`src/rtl/core/pgn_byte_tokenizer_defines.svh`:
```
// ----------------------------------------------------------------------------
// pgn_byte_tokenizer assertion macros
// Shared checks for the tokenizer modules; they assume clk and rst_n in scope.
// ----------------------------------------------------------------------------
`ifndef PGN_BYTE_TOKENIZER_DEFINES_SVH
`define PGN_BYTE_TOKENIZER_DEFINES_SVH

// Consequent checked in the same cycle as the antecedent
`define PGNT_ASSERT_SAME(label, ante, cons, msg) \
  label: assert property (@(posedge clk) disable iff (!rst_n) (ante) |-> (cons)) \
    else $error(msg);

// Consequent checked in the cycle after the antecedent
`define PGNT_ASSERT_NEXT(label, ante, cons, msg) \
  label: assert property (@(posedge clk) disable iff (!rst_n) (ante) |=> (cons)) \
    else $error(msg);

`endif

```
`src/rtl/core/pgnt_pkg.sv`:
```
// ----------------------------------------------------------------------------
// pgnt_pkg
// Token kinds, token and command types shared by the tokenizer modules.
// ----------------------------------------------------------------------------
package pgnt_pkg;

  localparam int DIGIT_DEPTH_DEF = 8;
  // A flush of digits plus its follower must fit the results of one byte
  localparam int DIGIT_CAP       = 9;
  localparam int MAX_RESULTS     = 10;
  localparam int QUEUE_DEPTH     = 4;

  localparam logic [2:0] KIND_KEY     = 3'd0;
  localparam logic [2:0] KIND_VALUE   = 3'd1;
  localparam logic [2:0] KIND_MOVE    = 3'd2;
  localparam logic [2:0] KIND_COMMENT = 3'd3;
  localparam logic [2:0] KIND_OUTCOME = 3'd4;

  typedef struct packed {
    logic [7:0] tok_byte;
    logic [2:0] tok_kind;
    logic       end_mark;
  } tok_t;

  // Plain results of one byte, issued after any flushed digits
  typedef struct packed {
    logic [1:0]       nplain;
    tok_t [1:0]       plain;
  } cmd_head_t;

endpackage

```
`src/rtl/core/pgnt_front.sv`:
```
// ----------------------------------------------------------------------------
// pgnt_front
// Lexer: takes one text byte per cycle while the queue has room and turns it into a result command.
// ----------------------------------------------------------------------------
`include "pgn_byte_tokenizer_defines.svh"

module pgnt_front #(
  parameter int  DIGIT_DEPTH = pgnt_pkg::DIGIT_DEPTH_DEF,
  localparam int DigLim      = (DIGIT_DEPTH < pgnt_pkg::DIGIT_CAP) ? DIGIT_DEPTH
                                                                   : pgnt_pkg::DIGIT_CAP,
  localparam int CntW        = $clog2(DigLim + 1)
) (
  input  logic                    clk,
  input  logic                    rst_n,
  input  logic                    in_valid,
  output logic                    in_ready,
  input  logic [7:0]              in_byte,
  input  logic                    in_eot,
  output logic                    q_push,
  input  logic                    q_ready,
  output pgnt_pkg::cmd_head_t     q_head,
  output logic [DigLim*4-1:0]     q_digits,
  output logic [CntW-1:0]         q_ndig
);
  import pgnt_pkg::*;

  localparam int StIdxW = (DigLim > 1) ? $clog2(DigLim) : 1;

  localparam logic [7:0] CH_LBRACK = 8'h5B;
  localparam logic [7:0] CH_LBRACE = 8'h7B;
  localparam logic [7:0] CH_RBRACE = 8'h7D;
  localparam logic [7:0] CH_QUOTE  = 8'h22;
  localparam logic [7:0] CH_DOT    = 8'h2E;
  localparam logic [7:0] CH_DASH   = 8'h2D;
  localparam logic [7:0] CH_SLASH  = 8'h2F;
  localparam logic [7:0] CH_NUL    = 8'h00;

  typedef enum logic [3:0] {
    ST_IDLE, ST_KEY, ST_SKIP_QUOTE, ST_VALUE, ST_SKIP_BRACKET, ST_COMMENT,
    ST_DIGITS, ST_OUT_ONE, ST_OUT_WORD, ST_SCAN, ST_MOVE
  } mode_t;

  function automatic logic is_ws(input logic [7:0] c);
    return c inside {8'h20, [8'h09:8'h0D]};
  endfunction

  function automatic logic is_dig(input logic [7:0] c);
    return c inside {[8'h30:8'h39]};
  endfunction

  function automatic logic is_move_letter(input logic [7:0] c);
    return c inside {[8'h61:8'h68], [8'h31:8'h38], 8'h4E, 8'h42, 8'h52, 8'h51,
                     8'h4B, 8'h4F, 8'h30, 8'h2D, 8'h2B, 8'h23};
  endfunction

  function automatic logic [2:0] kind_of(input mode_t m);
    logic [2:0] k;
    case (m)
      ST_KEY:     k = KIND_KEY;
      ST_VALUE:   k = KIND_VALUE;
      ST_MOVE:    k = KIND_MOVE;
      ST_COMMENT: k = KIND_COMMENT;
      default:    k = KIND_OUTCOME;
    endcase
    return k;
  endfunction

  function automatic tok_t mk_byte(input logic [7:0] c, input logic [2:0] k);
    tok_t t;
    t.tok_byte = c;
    t.tok_kind = k;
    t.end_mark = 1'b0;
    return t;
  endfunction

  function automatic tok_t mk_end(input logic [2:0] k);
    tok_t t;
    t.tok_byte = '0;
    t.tok_kind = k;
    t.end_mark = 1'b1;
    return t;
  endfunction

  mode_t             mode_r, mode_nxt;
  logic              open_r, open_nxt;
  logic [CntW-1:0]   cnt_r, cnt_nxt;
  logic [3:0]        store_r [DigLim];
  logic              st_we;
  logic [StIdxW-1:0] st_waddr;
  logic              acc;

  // Idle handling, shared by idle mode and a digit run with another follower
  mode_t idle_mode;
  logic  idle_open, idle_emit, idle_dig;

  logic [1:0]      np;
  logic [3:0]      sum;
  tok_t            t0, t1;
  logic [CntW-1:0] ndig;

  assign in_ready = q_ready;
  assign acc      = in_valid && q_ready;

  always_comb begin
    idle_open = 1'b0;
    idle_emit = 1'b0;
    idle_dig  = 1'b0;
    if (in_byte == CH_LBRACK) begin
      idle_mode = ST_KEY;
      idle_open = 1'b1;
    end else if (in_byte == CH_LBRACE) begin
      idle_mode = ST_COMMENT;
      idle_open = 1'b1;
    end else if (is_dig(in_byte)) begin
      idle_mode = ST_DIGITS;
      idle_dig  = 1'b1;
    end else if (is_ws(in_byte) || in_byte == CH_NUL) begin
      idle_mode = ST_IDLE;
    end else if (is_move_letter(in_byte)) begin
      idle_mode = ST_MOVE;
      idle_open = 1'b1;
      idle_emit = 1'b1;
    end else begin
      idle_mode = ST_SCAN;
    end
  end

  always_comb begin
    mode_nxt = mode_r;
    open_nxt = open_r;
    cnt_nxt  = cnt_r;
    st_we    = 1'b0;
    st_waddr = cnt_r[StIdxW-1:0];
    np       = 2'd0;
    t0       = '0;
    t1       = '0;
    ndig     = '0;
    case (mode_r)
      ST_KEY: begin
        np = 2'd1;
        if (is_ws(in_byte)) begin
          t0       = mk_end(KIND_KEY);
          open_nxt = 1'b0;
          mode_nxt = ST_SKIP_QUOTE;
        end else begin
          t0 = mk_byte(in_byte, KIND_KEY);
        end
      end
      ST_SKIP_QUOTE: begin
        mode_nxt = ST_VALUE;
        open_nxt = 1'b1;
      end
      ST_VALUE: begin
        np = 2'd1;
        if (in_byte == CH_QUOTE) begin
          t0       = mk_end(KIND_VALUE);
          open_nxt = 1'b0;
          mode_nxt = ST_SKIP_BRACKET;
        end else begin
          t0 = mk_byte(in_byte, KIND_VALUE);
        end
      end
      ST_SKIP_BRACKET: begin
        mode_nxt = ST_IDLE;
      end
      ST_COMMENT: begin
        np = 2'd1;
        if (in_byte == CH_RBRACE) begin
          t0       = mk_end(KIND_COMMENT);
          open_nxt = 1'b0;
          mode_nxt = ST_IDLE;
        end else begin
          t0 = mk_byte(in_byte, KIND_COMMENT);
        end
      end
      ST_DIGITS: begin
        if (is_dig(in_byte)) begin
          // Drop digits beyond the store depth
          if (cnt_r < CntW'(DigLim)) begin
            st_we   = 1'b1;
            cnt_nxt = cnt_r + 1'b1;
          end
        end else if (in_byte == CH_DOT) begin
          cnt_nxt  = '0;
          mode_nxt = ST_IDLE;
        end else if (in_byte == CH_DASH || in_byte == CH_SLASH) begin
          ndig     = cnt_r;
          t0       = mk_byte(in_byte, KIND_OUTCOME);
          np       = 2'd1;
          cnt_nxt  = '0;
          open_nxt = 1'b1;
          mode_nxt = (in_byte == CH_DASH) ? ST_OUT_ONE : ST_OUT_WORD;
        end else begin
          cnt_nxt  = '0;
          mode_nxt = idle_mode;
          if (idle_open) open_nxt = 1'b1;
          if (idle_emit) begin
            t0 = mk_byte(in_byte, KIND_MOVE);
            np = 2'd1;
          end
        end
      end
      ST_OUT_ONE: begin
        t0       = mk_byte(in_byte, KIND_OUTCOME);
        t1       = mk_end(KIND_OUTCOME);
        np       = 2'd2;
        open_nxt = 1'b0;
        mode_nxt = ST_IDLE;
      end
      ST_OUT_WORD: begin
        np = 2'd1;
        if (is_ws(in_byte)) begin
          t0       = mk_end(KIND_OUTCOME);
          open_nxt = 1'b0;
          mode_nxt = ST_IDLE;
        end else begin
          t0 = mk_byte(in_byte, KIND_OUTCOME);
        end
      end
      ST_SCAN: begin
        if (is_ws(in_byte) || in_byte == CH_NUL) begin
          mode_nxt = ST_IDLE;
        end else if (is_move_letter(in_byte)) begin
          t0       = mk_byte(in_byte, KIND_MOVE);
          np       = 2'd1;
          open_nxt = 1'b1;
          mode_nxt = ST_MOVE;
        end
      end
      ST_MOVE: begin
        np = 2'd1;
        if (is_ws(in_byte)) begin
          t0       = mk_end(KIND_MOVE);
          open_nxt = 1'b0;
          mode_nxt = ST_IDLE;
        end else begin
          t0 = mk_byte(in_byte, KIND_MOVE);
        end
      end
      default: begin
        mode_nxt = idle_mode;
        if (idle_open) open_nxt = 1'b1;
        if (idle_emit) begin
          t0 = mk_byte(in_byte, KIND_MOVE);
          np = 2'd1;
        end
        if (idle_dig) begin
          st_we    = 1'b1;
          st_waddr = '0;
          cnt_nxt  = CntW'(1);
        end
      end
    endcase

    // Close any open token on the final byte of the text
    if (in_eot) begin
      if (open_nxt) begin
        if (np == 2'd0) t0 = mk_end(kind_of(mode_nxt));
        else            t1 = mk_end(kind_of(mode_nxt));
        np = np + 2'd1;
      end
      mode_nxt = ST_IDLE;
      cnt_nxt  = '0;
      open_nxt = 1'b0;
    end

    // Trim the tail when digits and followers exceed the per-byte limit
    sum = 4'(ndig) + 4'(np);
    if (sum > 4'(MAX_RESULTS)) np = 2'(4'(MAX_RESULTS) - 4'(ndig));
  end

  always_comb begin
    for (int i = 0; i < DigLim; i++) q_digits[i*4 +: 4] = store_r[i];
  end

  assign q_head.nplain   = np;
  assign q_head.plain[0] = t0;
  assign q_head.plain[1] = t1;
  assign q_ndig          = ndig;
  assign q_push          = acc && (np != 2'd0 || ndig != '0);

  always_ff @(posedge clk) begin
    if (!rst_n) begin
      mode_r <= ST_IDLE;
      open_r <= 1'b0;
      cnt_r  <= '0;
    end else if (acc) begin
      mode_r <= mode_nxt;
      open_r <= open_nxt;
      cnt_r  <= cnt_nxt;
    end
  end

  // Digits keep only their low nibble
  always_ff @(posedge clk) begin
    if (acc && st_we) store_r[st_waddr] <= in_byte[3:0];
  end

  `PGNT_ASSERT_SAME(a_front_cnt_range, 1'b1, cnt_r <= CntW'(DigLim), "digit count beyond store depth")
  `PGNT_ASSERT_NEXT(a_front_eot_idle, acc && in_eot, mode_r == ST_IDLE && !open_r && cnt_r == '0, "lexer not idle after end of text")

endmodule

```
`src/rtl/core/pgnt_queue.sv`:
```
// ----------------------------------------------------------------------------
// pgnt_queue
// Short command queue between lexer and result sequencer.
// ----------------------------------------------------------------------------
`include "pgn_byte_tokenizer_defines.svh"

module pgnt_queue #(
  parameter int W     = 8,
  parameter int DEPTH = pgnt_pkg::QUEUE_DEPTH
) (
  input  logic         clk,
  input  logic         rst_n,
  input  logic         push,
  input  logic [W-1:0] wdata,
  output logic         ready,
  input  logic         pop,
  output logic         valid,
  output logic [W-1:0] rdata
);
  localparam int PtrW = (DEPTH > 1) ? $clog2(DEPTH) : 1;
  localparam int CntW = $clog2(DEPTH + 1);

  logic [W-1:0]    mem_r [DEPTH];
  logic [PtrW-1:0] wr_r, rd_r;
  logic [CntW-1:0] count_r;

  assign ready = count_r != CntW'(DEPTH);
  assign valid = count_r != '0;
  assign rdata = mem_r[rd_r];

  always_ff @(posedge clk) begin
    if (!rst_n) begin
      wr_r    <= '0;
      rd_r    <= '0;
      count_r <= '0;
    end else begin
      if (push) wr_r <= (wr_r == PtrW'(DEPTH - 1)) ? '0 : wr_r + 1'b1;
      if (pop)  rd_r <= (rd_r == PtrW'(DEPTH - 1)) ? '0 : rd_r + 1'b1;
      if (push && !pop)      count_r <= count_r + 1'b1;
      else if (pop && !push) count_r <= count_r - 1'b1;
    end
  end

  always_ff @(posedge clk) begin
    if (push) mem_r[wr_r] <= wdata;
  end

  `PGNT_ASSERT_SAME(a_queue_no_overflow, push, count_r != CntW'(DEPTH), "push into full queue")
  `PGNT_ASSERT_SAME(a_queue_no_underflow, pop, count_r != '0, "pop from empty queue")

endmodule

```
`src/rtl/core/pgnt_back.sv`:
```
// ----------------------------------------------------------------------------
// pgnt_back
// Result sequencer: expands one command into result transactions.
// ----------------------------------------------------------------------------
`include "pgn_byte_tokenizer_defines.svh"

module pgnt_back #(
  parameter int  DIGIT_DEPTH = pgnt_pkg::DIGIT_DEPTH_DEF,
  localparam int DigLim      = (DIGIT_DEPTH < pgnt_pkg::DIGIT_CAP) ? DIGIT_DEPTH
                                                                   : pgnt_pkg::DIGIT_CAP,
  localparam int CntW        = $clog2(DigLim + 1)
) (
  input  logic                clk,
  input  logic                rst_n,
  input  logic                q_valid,
  output logic                q_pop,
  input  pgnt_pkg::cmd_head_t q_head,
  input  logic [DigLim*4-1:0] q_digits,
  input  logic [CntW-1:0]     q_ndig,
  output logic                out_valid,
  input  logic                out_ready,
  output logic [7:0]          out_byte,
  output logic [2:0]          out_kind,
  output logic                out_end,
  output logic                out_last
);
  import pgnt_pkg::*;

  localparam int StIdxW = (DigLim > 1) ? $clog2(DigLim) : 1;

  logic [3:0]        idx_r;
  logic [3:0]        total;
  logic [3:0]        pidx;
  logic [StIdxW-1:0] didx;
  logic              load, last;
  tok_t              sel;
  logic              valid_r, last_r, end_r;
  logic [7:0]        byte_r;
  logic [2:0]        kind_r;

  assign total = 4'(q_ndig) + 4'(q_head.nplain);
  assign last  = idx_r == total - 4'd1;
  assign load  = q_valid && (!valid_r || out_ready);
  assign q_pop = load && last;
  assign pidx  = idx_r - 4'(q_ndig);
  assign didx  = idx_r[StIdxW-1:0];

  // Digits first, then the plain results
  always_comb begin
    if (idx_r < 4'(q_ndig)) begin
      sel.tok_byte = {4'h3, q_digits[didx*4 +: 4]};
      sel.tok_kind = KIND_OUTCOME;
      sel.end_mark = 1'b0;
    end else begin
      sel = q_head.plain[pidx[0]];
    end
  end

  always_ff @(posedge clk) begin
    if (!rst_n) begin
      valid_r <= 1'b0;
      idx_r   <= '0;
    end else begin
      if (load) begin
        valid_r <= 1'b1;
        idx_r   <= last ? '0 : idx_r + 4'd1;
      end else if (out_ready) begin
        valid_r <= 1'b0;
      end
    end
  end

  always_ff @(posedge clk) begin
    if (load) begin
      byte_r <= sel.tok_byte;
      kind_r <= sel.tok_kind;
      end_r  <= sel.end_mark;
      last_r <= last;
    end
  end

  assign out_valid = valid_r;
  assign out_byte  = byte_r;
  assign out_kind  = kind_r;
  assign out_end   = end_r;
  assign out_last  = last_r;

  `PGNT_ASSERT_SAME(a_back_idx_range, q_valid, idx_r < total, "result index past command end")
  `PGNT_ASSERT_NEXT(a_back_cmd_held, load && !last, q_valid, "command left before its last result")

endmodule

```
`src/rtl/core/pgn_byte_tokenizer.sv`:
```
// ----------------------------------------------------------------------------
// pgn_byte_tokenizer
// Game-record text tokenizer: text bytes in, tagged token bytes out.
// ----------------------------------------------------------------------------
// Input stream: one text byte per transaction on in_tdata, in_tlast on the
// final byte of the text. Output stream: one token byte or end marker per
// transaction; out_tuser carries the token kind and the end-marker flag,
// out_tlast marks the last result caused by one input byte.
// A byte is accepted every cycle while the command queue has room; a byte
// that causes no result leaves nothing behind. A byte causes n results
// (n is at most 10, reached when a run of buffered digits is flushed as an
// outcome); the sustained rate is one result per cycle while the receiver
// is ready, set by the output register of the result sequencer.
// An accepted byte's command passes the queue, then the output register.
// When the receiver stalls, the output register holds its transaction, the
// four-entry queue fills, and in_tready then drops.
// Reset (synchronous, active low) returns the lexer to idle with no token
// open and no digits buffered, and empties the queue and output register.
// ----------------------------------------------------------------------------
module pgn_byte_tokenizer #(
  parameter int DIGIT_DEPTH = pgnt_pkg::DIGIT_DEPTH_DEF
) (
  input  logic       clk,
  input  logic       rst_n,
  input  logic       in_tvalid,
  output logic       in_tready,
  input  logic [7:0] in_tdata,   // [7:0] in_byte
  input  logic       in_tlast,   // end_of_text
  output logic       out_tvalid,
  input  logic       out_tready,
  output logic [7:0] out_tdata,  // [7:0] tok_byte
  output logic [3:0] out_tuser,  // [2:0] tok_kind, [3] is_end_marker
  output logic       out_tlast   // run_last
);
  import pgnt_pkg::*;

  localparam int DigLim = (DIGIT_DEPTH < DIGIT_CAP) ? DIGIT_DEPTH : DIGIT_CAP;
  localparam int CntW   = $clog2(DigLim + 1);
  localparam int HeadW  = $bits(cmd_head_t);
  localparam int QW     = CntW + DigLim * 4 + HeadW;

  logic                q_push, q_ready, q_pop, q_valid;
  cmd_head_t           f_head, b_head;
  logic [DigLim*4-1:0] f_digits, b_digits;
  logic [CntW-1:0]     f_ndig, b_ndig;
  logic [QW-1:0]       q_wdata, q_rdata;
  logic [2:0]          kind;
  logic                end_mark;

  pgnt_front #(.DIGIT_DEPTH(DIGIT_DEPTH)) u_front (
    .clk      (clk),
    .rst_n    (rst_n),
    .in_valid (in_tvalid),
    .in_ready (in_tready),
    .in_byte  (in_tdata),
    .in_eot   (in_tlast),
    .q_push   (q_push),
    .q_ready  (q_ready),
    .q_head   (f_head),
    .q_digits (f_digits),
    .q_ndig   (f_ndig)
  );

  assign q_wdata = {f_ndig, f_digits, f_head};

  pgnt_queue #(.W(QW), .DEPTH(QUEUE_DEPTH)) u_queue (
    .clk   (clk),
    .rst_n (rst_n),
    .push  (q_push),
    .wdata (q_wdata),
    .ready (q_ready),
    .pop   (q_pop),
    .valid (q_valid),
    .rdata (q_rdata)
  );

  assign {b_ndig, b_digits, b_head} = q_rdata;

  pgnt_back #(.DIGIT_DEPTH(DIGIT_DEPTH)) u_back (
    .clk       (clk),
    .rst_n     (rst_n),
    .q_valid   (q_valid),
    .q_pop     (q_pop),
    .q_head    (b_head),
    .q_digits  (b_digits),
    .q_ndig    (b_ndig),
    .out_valid (out_tvalid),
    .out_ready (out_tready),
    .out_byte  (out_tdata),
    .out_kind  (kind),
    .out_end   (end_mark),
    .out_last  (out_tlast)
  );

  assign out_tuser = {end_mark, kind};

endmodule

```
`config.mk`:
```
export PLATFORM = sky130hd
export DESIGN_NAME = pgn_byte_tokenizer
export DESIGN_NICKNAME = d
export VERILOG_FILES = /design/src/rtl/core/pgnt_pkg.sv /design/src/rtl/core/pgnt_front.sv /design/src/rtl/core/pgnt_queue.sv /design/src/rtl/core/pgnt_back.sv /design/src/rtl/core/pgn_byte_tokenizer.sv
export VERILOG_INCLUDE_DIRS = /design/src /design/src/rtl/core
export SDC_FILE = /design/constraint.sdc
export NUM_CORES = 1
export LEC_CHECK = 0
export BUFFER_PORTS_ARGS = -buffer_cell sky130_fd_sc_hd__buf_2
export CORE_UTILIZATION = 30
export CTS_CLUSTER_SIZE = 25
export DETAILED_ROUTE_END_ITERATION = 10
export PLACE_DENSITY = 0.48
export SLEW_MARGIN = 40
export SYNTH_ARGS = -nofsm -noshare
export SYNTH_HDL_FRONTEND = slang
export SYNTH_HIERARCHICAL = 1
export SYNTH_SLANG_ARGS = --single-unit
```
`constraint.sdc`:
```
create_clock -name clk -period 15.7 [get_ports clk]
set_input_delay 0 -clock clk [delete_from_list [all_inputs] [get_ports clk]]
set_output_delay 0 -clock clk [all_outputs]
set_load 0.005 [all_outputs]
```
==> flow_summary.json <==
{
  "status": "completed",
  "multiInputGateArea_um2": 4170,
  "combPwrFrac_pct": 21.7,
  "required_ns": 16.14,
  "p_leak_nw": 5.06,
  "min_period_ns": 6.75,
  "syn_to_final_growth_pct": 12.8,
  "drtIter0Drc": 475,
  "antenna_found_initial": 0,
  "route.vias.total": 7310,
  "synthArstFlopShare_pct": 0,
  "port_buffers": 27,
  "place_congestion": 0.861,
  "cts.reportedPaths.clkPinSlew_ns": 0.06,
  "ys_seq_area_share_pct": 66.8,
  "wl_um": 30000,
  "p_sw_share_pct": 27.6,
  "synth_edf_count": 293,
  "seqPwrFrac_pct": 46.2,
  "r2r.worst_path.cells": 26,
  "min_to": "u_queue/mem_r[0][10]$_DFFE_PP_",
  "holdWs_ns": 0.168,
  "rows": 78,
  "ys_ff_latch": 316,
  "gr-total-overflow": 0,
  "track_usage_pct": 13.0,
  "cts-buffers-inserted": 35,
  "insertion_delay_ns": 0.52,
  "wl_met2_um": 14200,
  "ys.flop_type": "edfxtp_1",
  "totalNegativeSetupSlack_ns": 0,
  "seqCellArea_um2": 9270,
  "finalHoldViolations": 0,
  "wl_met3_um": 1130,
  "wl_met1_um": 14000,
  "cts_buffer_depth": 3,
  "first_global_vias": 7386,
  "intPower_w": 0.00168,
  "netlist_instances": 829,
  "setup_viol_count_final": 0,
  "die_height_um": 217,
  "timing.fmax_mhz": 148,
  "final-instance-count-excl-fill": 1492,
  "worstPathArrival_ns": 7.19,
  "cts_tree": "done",
  "slew_headroom_pct": 44.3,
  "syn_avg_cell_area_um2": 16.7,
  "routedWlPerCell_um": 20.1,
  "place.detailed.hpwl_um": 18700,
  "grt_pass1_wl_um": 46000,
  "p_clk_share_pct": 32.1,
  "power.density_nw_per_um2": 148,
  "nets": 904,
  "switching_power_w": 0.000639,
  "grt_start_max_net_pins": 63,
  "clockRootBuffer": "clkbuf_16",
  "cts.sink_count": 316,
  "period_share_pct": 43.0,
  "num_io_pins": 28,
  "max_cap_viol_count": 0,
  "worst_slew_pin_slew_ns": 0.829,
  "min_from": "in_tdata[6]",
  "pre_cts_ws_ns": 9.01,
  "reg2reg_slack_ns": 8.95,
  "start_util_pct": 30.5,
  "crit_fanout": 17,
  "die_area_um2": 47000,
  "yosysWarnings": 6,
  "core_area_um2": 45500,
  "worst_setup_path_start_kind": "flip-flop",
  "reg2reg_from": "u_front/mode_r[2]$_SDFFE_PN0P_",
  "synth_area_um2": 13900,
  "hp-class": "primary input to flip-flop",
  "crit_path_start": "u_front/mode_r[2]$_SDFFE_PN0P_",
  "viasPerCell": 4.90,
  "rsz0062_at_grt": "no",
  "h-tree-depth": 2,
  "die_x_um": 217,
  "nFillCells": 4389,
  "holdPathStages": 2,
  "drc": 0,
  "drtPass1Iterations": 5,
  "ant_nets": 0,
  "synth_cell_types": 78,
  "cts_resized": 0,
  "worstSetupEndpointType": "flip-flop",
  "finalMaxSlewViolations": 0,
  "worstSetupPathType": "flip-flop to flip-flop",
  "fin_ws_ns": 8.95,
  "drive_above_1_share_pct": 19.1,
  "fin_skew_ns": 0.0156,
  "top_layer": "met4",
  "dp_cells": 1423,
  "rr_endpoint": "u_queue/count_r[2]$_SDFFE_PN0P_",
  "peakVddDrop_mv": 0.0787
}
kinds of logic after synthesis:
| kind of cell | after synthesis | synth area share (%) |
|---|---|---|
| fa+ha+maj | 22 | 2.15 |
| buf+inv | 76 | 3.42 |
| simple gates | 200 | 8.03 |
| compound gates | 108 | 5.53 |
| flops | 316 | 66.8 |
| other cells | 1 | 0.0271 |
| xor+xnor | 11 | 0.696 |
| mux | 95 | 13.3 |
worst max-delay path, stage by stage, from the launching register on:
cell and delay (ns):
dfxtp_1 0.65, nor3b_1 0.38, nand2_1 0.35, or3_1 0.51, nor2_2 0.22, o21a_1 0.19
o21a_1 0.16, inv_1 0.05, ha_1 0.27, inv_1 0.03, a2111oi_0 0.48, nor2_1 0.13
inv_1 0.13, ha_1 0.23, a21o_1 0.19, a22o_1 0.23, a21oi_1 0.20, nand2_1 0.13
o211ai_1 0.15, mux2i_1 0.12, o21ai_1 0.46, ha_1 0.27, inv_1 0.07, fa_1 0.43
xor2_1 0.16, or3_1 0.30, a21boi_0 0.16
stage by stage:
step / power [W] / utilization, % / instance area [um^2]
6_report: 0.00232 / 34.3 / 15600
5_1_grt: 0.00244 / 34.3 / 15600
4_1_cts: 0.00236 / 34.3 / 15600
3_5_place_dp: 0.00160 / 31.9 / 14500
3_3_place_gp: 0.00160 / 31.8 / 14500
2_1_floorplan: 0.00146 / - / 13900
routing by layer:
layer / vias to the layer above / GRT usage (%)
met5: - / 0
met4: 0 / 4.01
met3: 47 / 1.89
met2: 152 / 21.0
met1: 3750 / 18.2
li1: 3361 / -
Yosys cell counts (all sizes together) (17+ instances only):
cell type / count / share of area (%)
nor2: 40 / 1.1
mux4: 70 / 11
mux2i: 25 / 1.8
nor2b: 23 / 1.0
ha: 19 / 1.7
a21oi: 23 / 0.83
nor3: 17 / 0.69
edfxtp: 293 / 64
o21ai: 21 / 0.76
dfxtp: 23 / 3.3
nand2: 39 / 1.1
buf: 40 / 2.4
inv: 27 / 0.73
layout by cell type, fill, tap and decap left out, drive strengths merged, types with 25 or more instances in the layout:
cell / Yosys / final
clkbuf: 9 / 45
nand2: 39 / 39
mux2i: 25 / 25
edfxtp: 293 / 293
nor2: 40 / 40
buf: 40 / 37
inv: 27 / 29
mux4: 70 / 70
power groups by stage:
stage / Combinational (W) / Clock, W / Sequential, W
CTS: 0.000513 / 0.000770 / 0.00107
finish: 0.000502 / 0.000744 / 0.00107
global route: 0.000558 / 0.000804 / 0.00108
global placement: 0.000509 / 0 / 0.00109
detailed placement: 0.000509 / 0 / 0.00109
floorplan: 0.000387 / 0 / 0.00107
sequential cells by signal (all words and copies together) (netlist names), named ones only:
register / cells
u_queue/mem_r: 248
u_front/store_r: 32
u_back/out_byte: 8
u_back/idx_r: 4
u_front/cnt_r: 4
u_front/mode_r: 4
u_back/out_kind: 3
u_queue/count_r: 3
u_queue/rd_r: 2
u_queue/wr_r: 2
u_back/out_end: 1
u_back/out_last: 1
u_back/out_valid: 1
u_front/open_r: 1
cell type report:
cell class / instances / share of cell area [%]
antenna: 1 / 0.0160
clock buffer: 45 / 5.85
clock inverter: 14 / 0.705
inverter: 27 / 0.649
multi-input combinational: 444 / 26.7
sequential: 316 / 59.3
tap: 600 / 4.81
timing repair buffer: 45 / 1.94
how the worst max path moves through the flow:
stage	end	slack (ns)
global route	u_queue/count_r[2]$_SDFFE_PN0P_	8.18
floorplan	u_queue/mem_r[0][0]$_DFFE_PP_	9.57
global placement	u_queue/mem_r[3][30]$_DFFE_PP_	9.16
CTS	u_queue/count_r[2]$_SDFFE_PN0P_	9.00
detailed placement	u_queue/count_r[2]$_SDFFE_PN0P_	9.01
finish	u_queue/count_r[2]$_SDFFE_PN0P_	8.95
repair_timing:
action	CTS	global route
hold buffers	8	0
setup buffers	0	0
endpoints found under the hold margin	52	0
setup endpoints to repair	0	0
No activity file was read; power rests on OpenSTA's default activity.
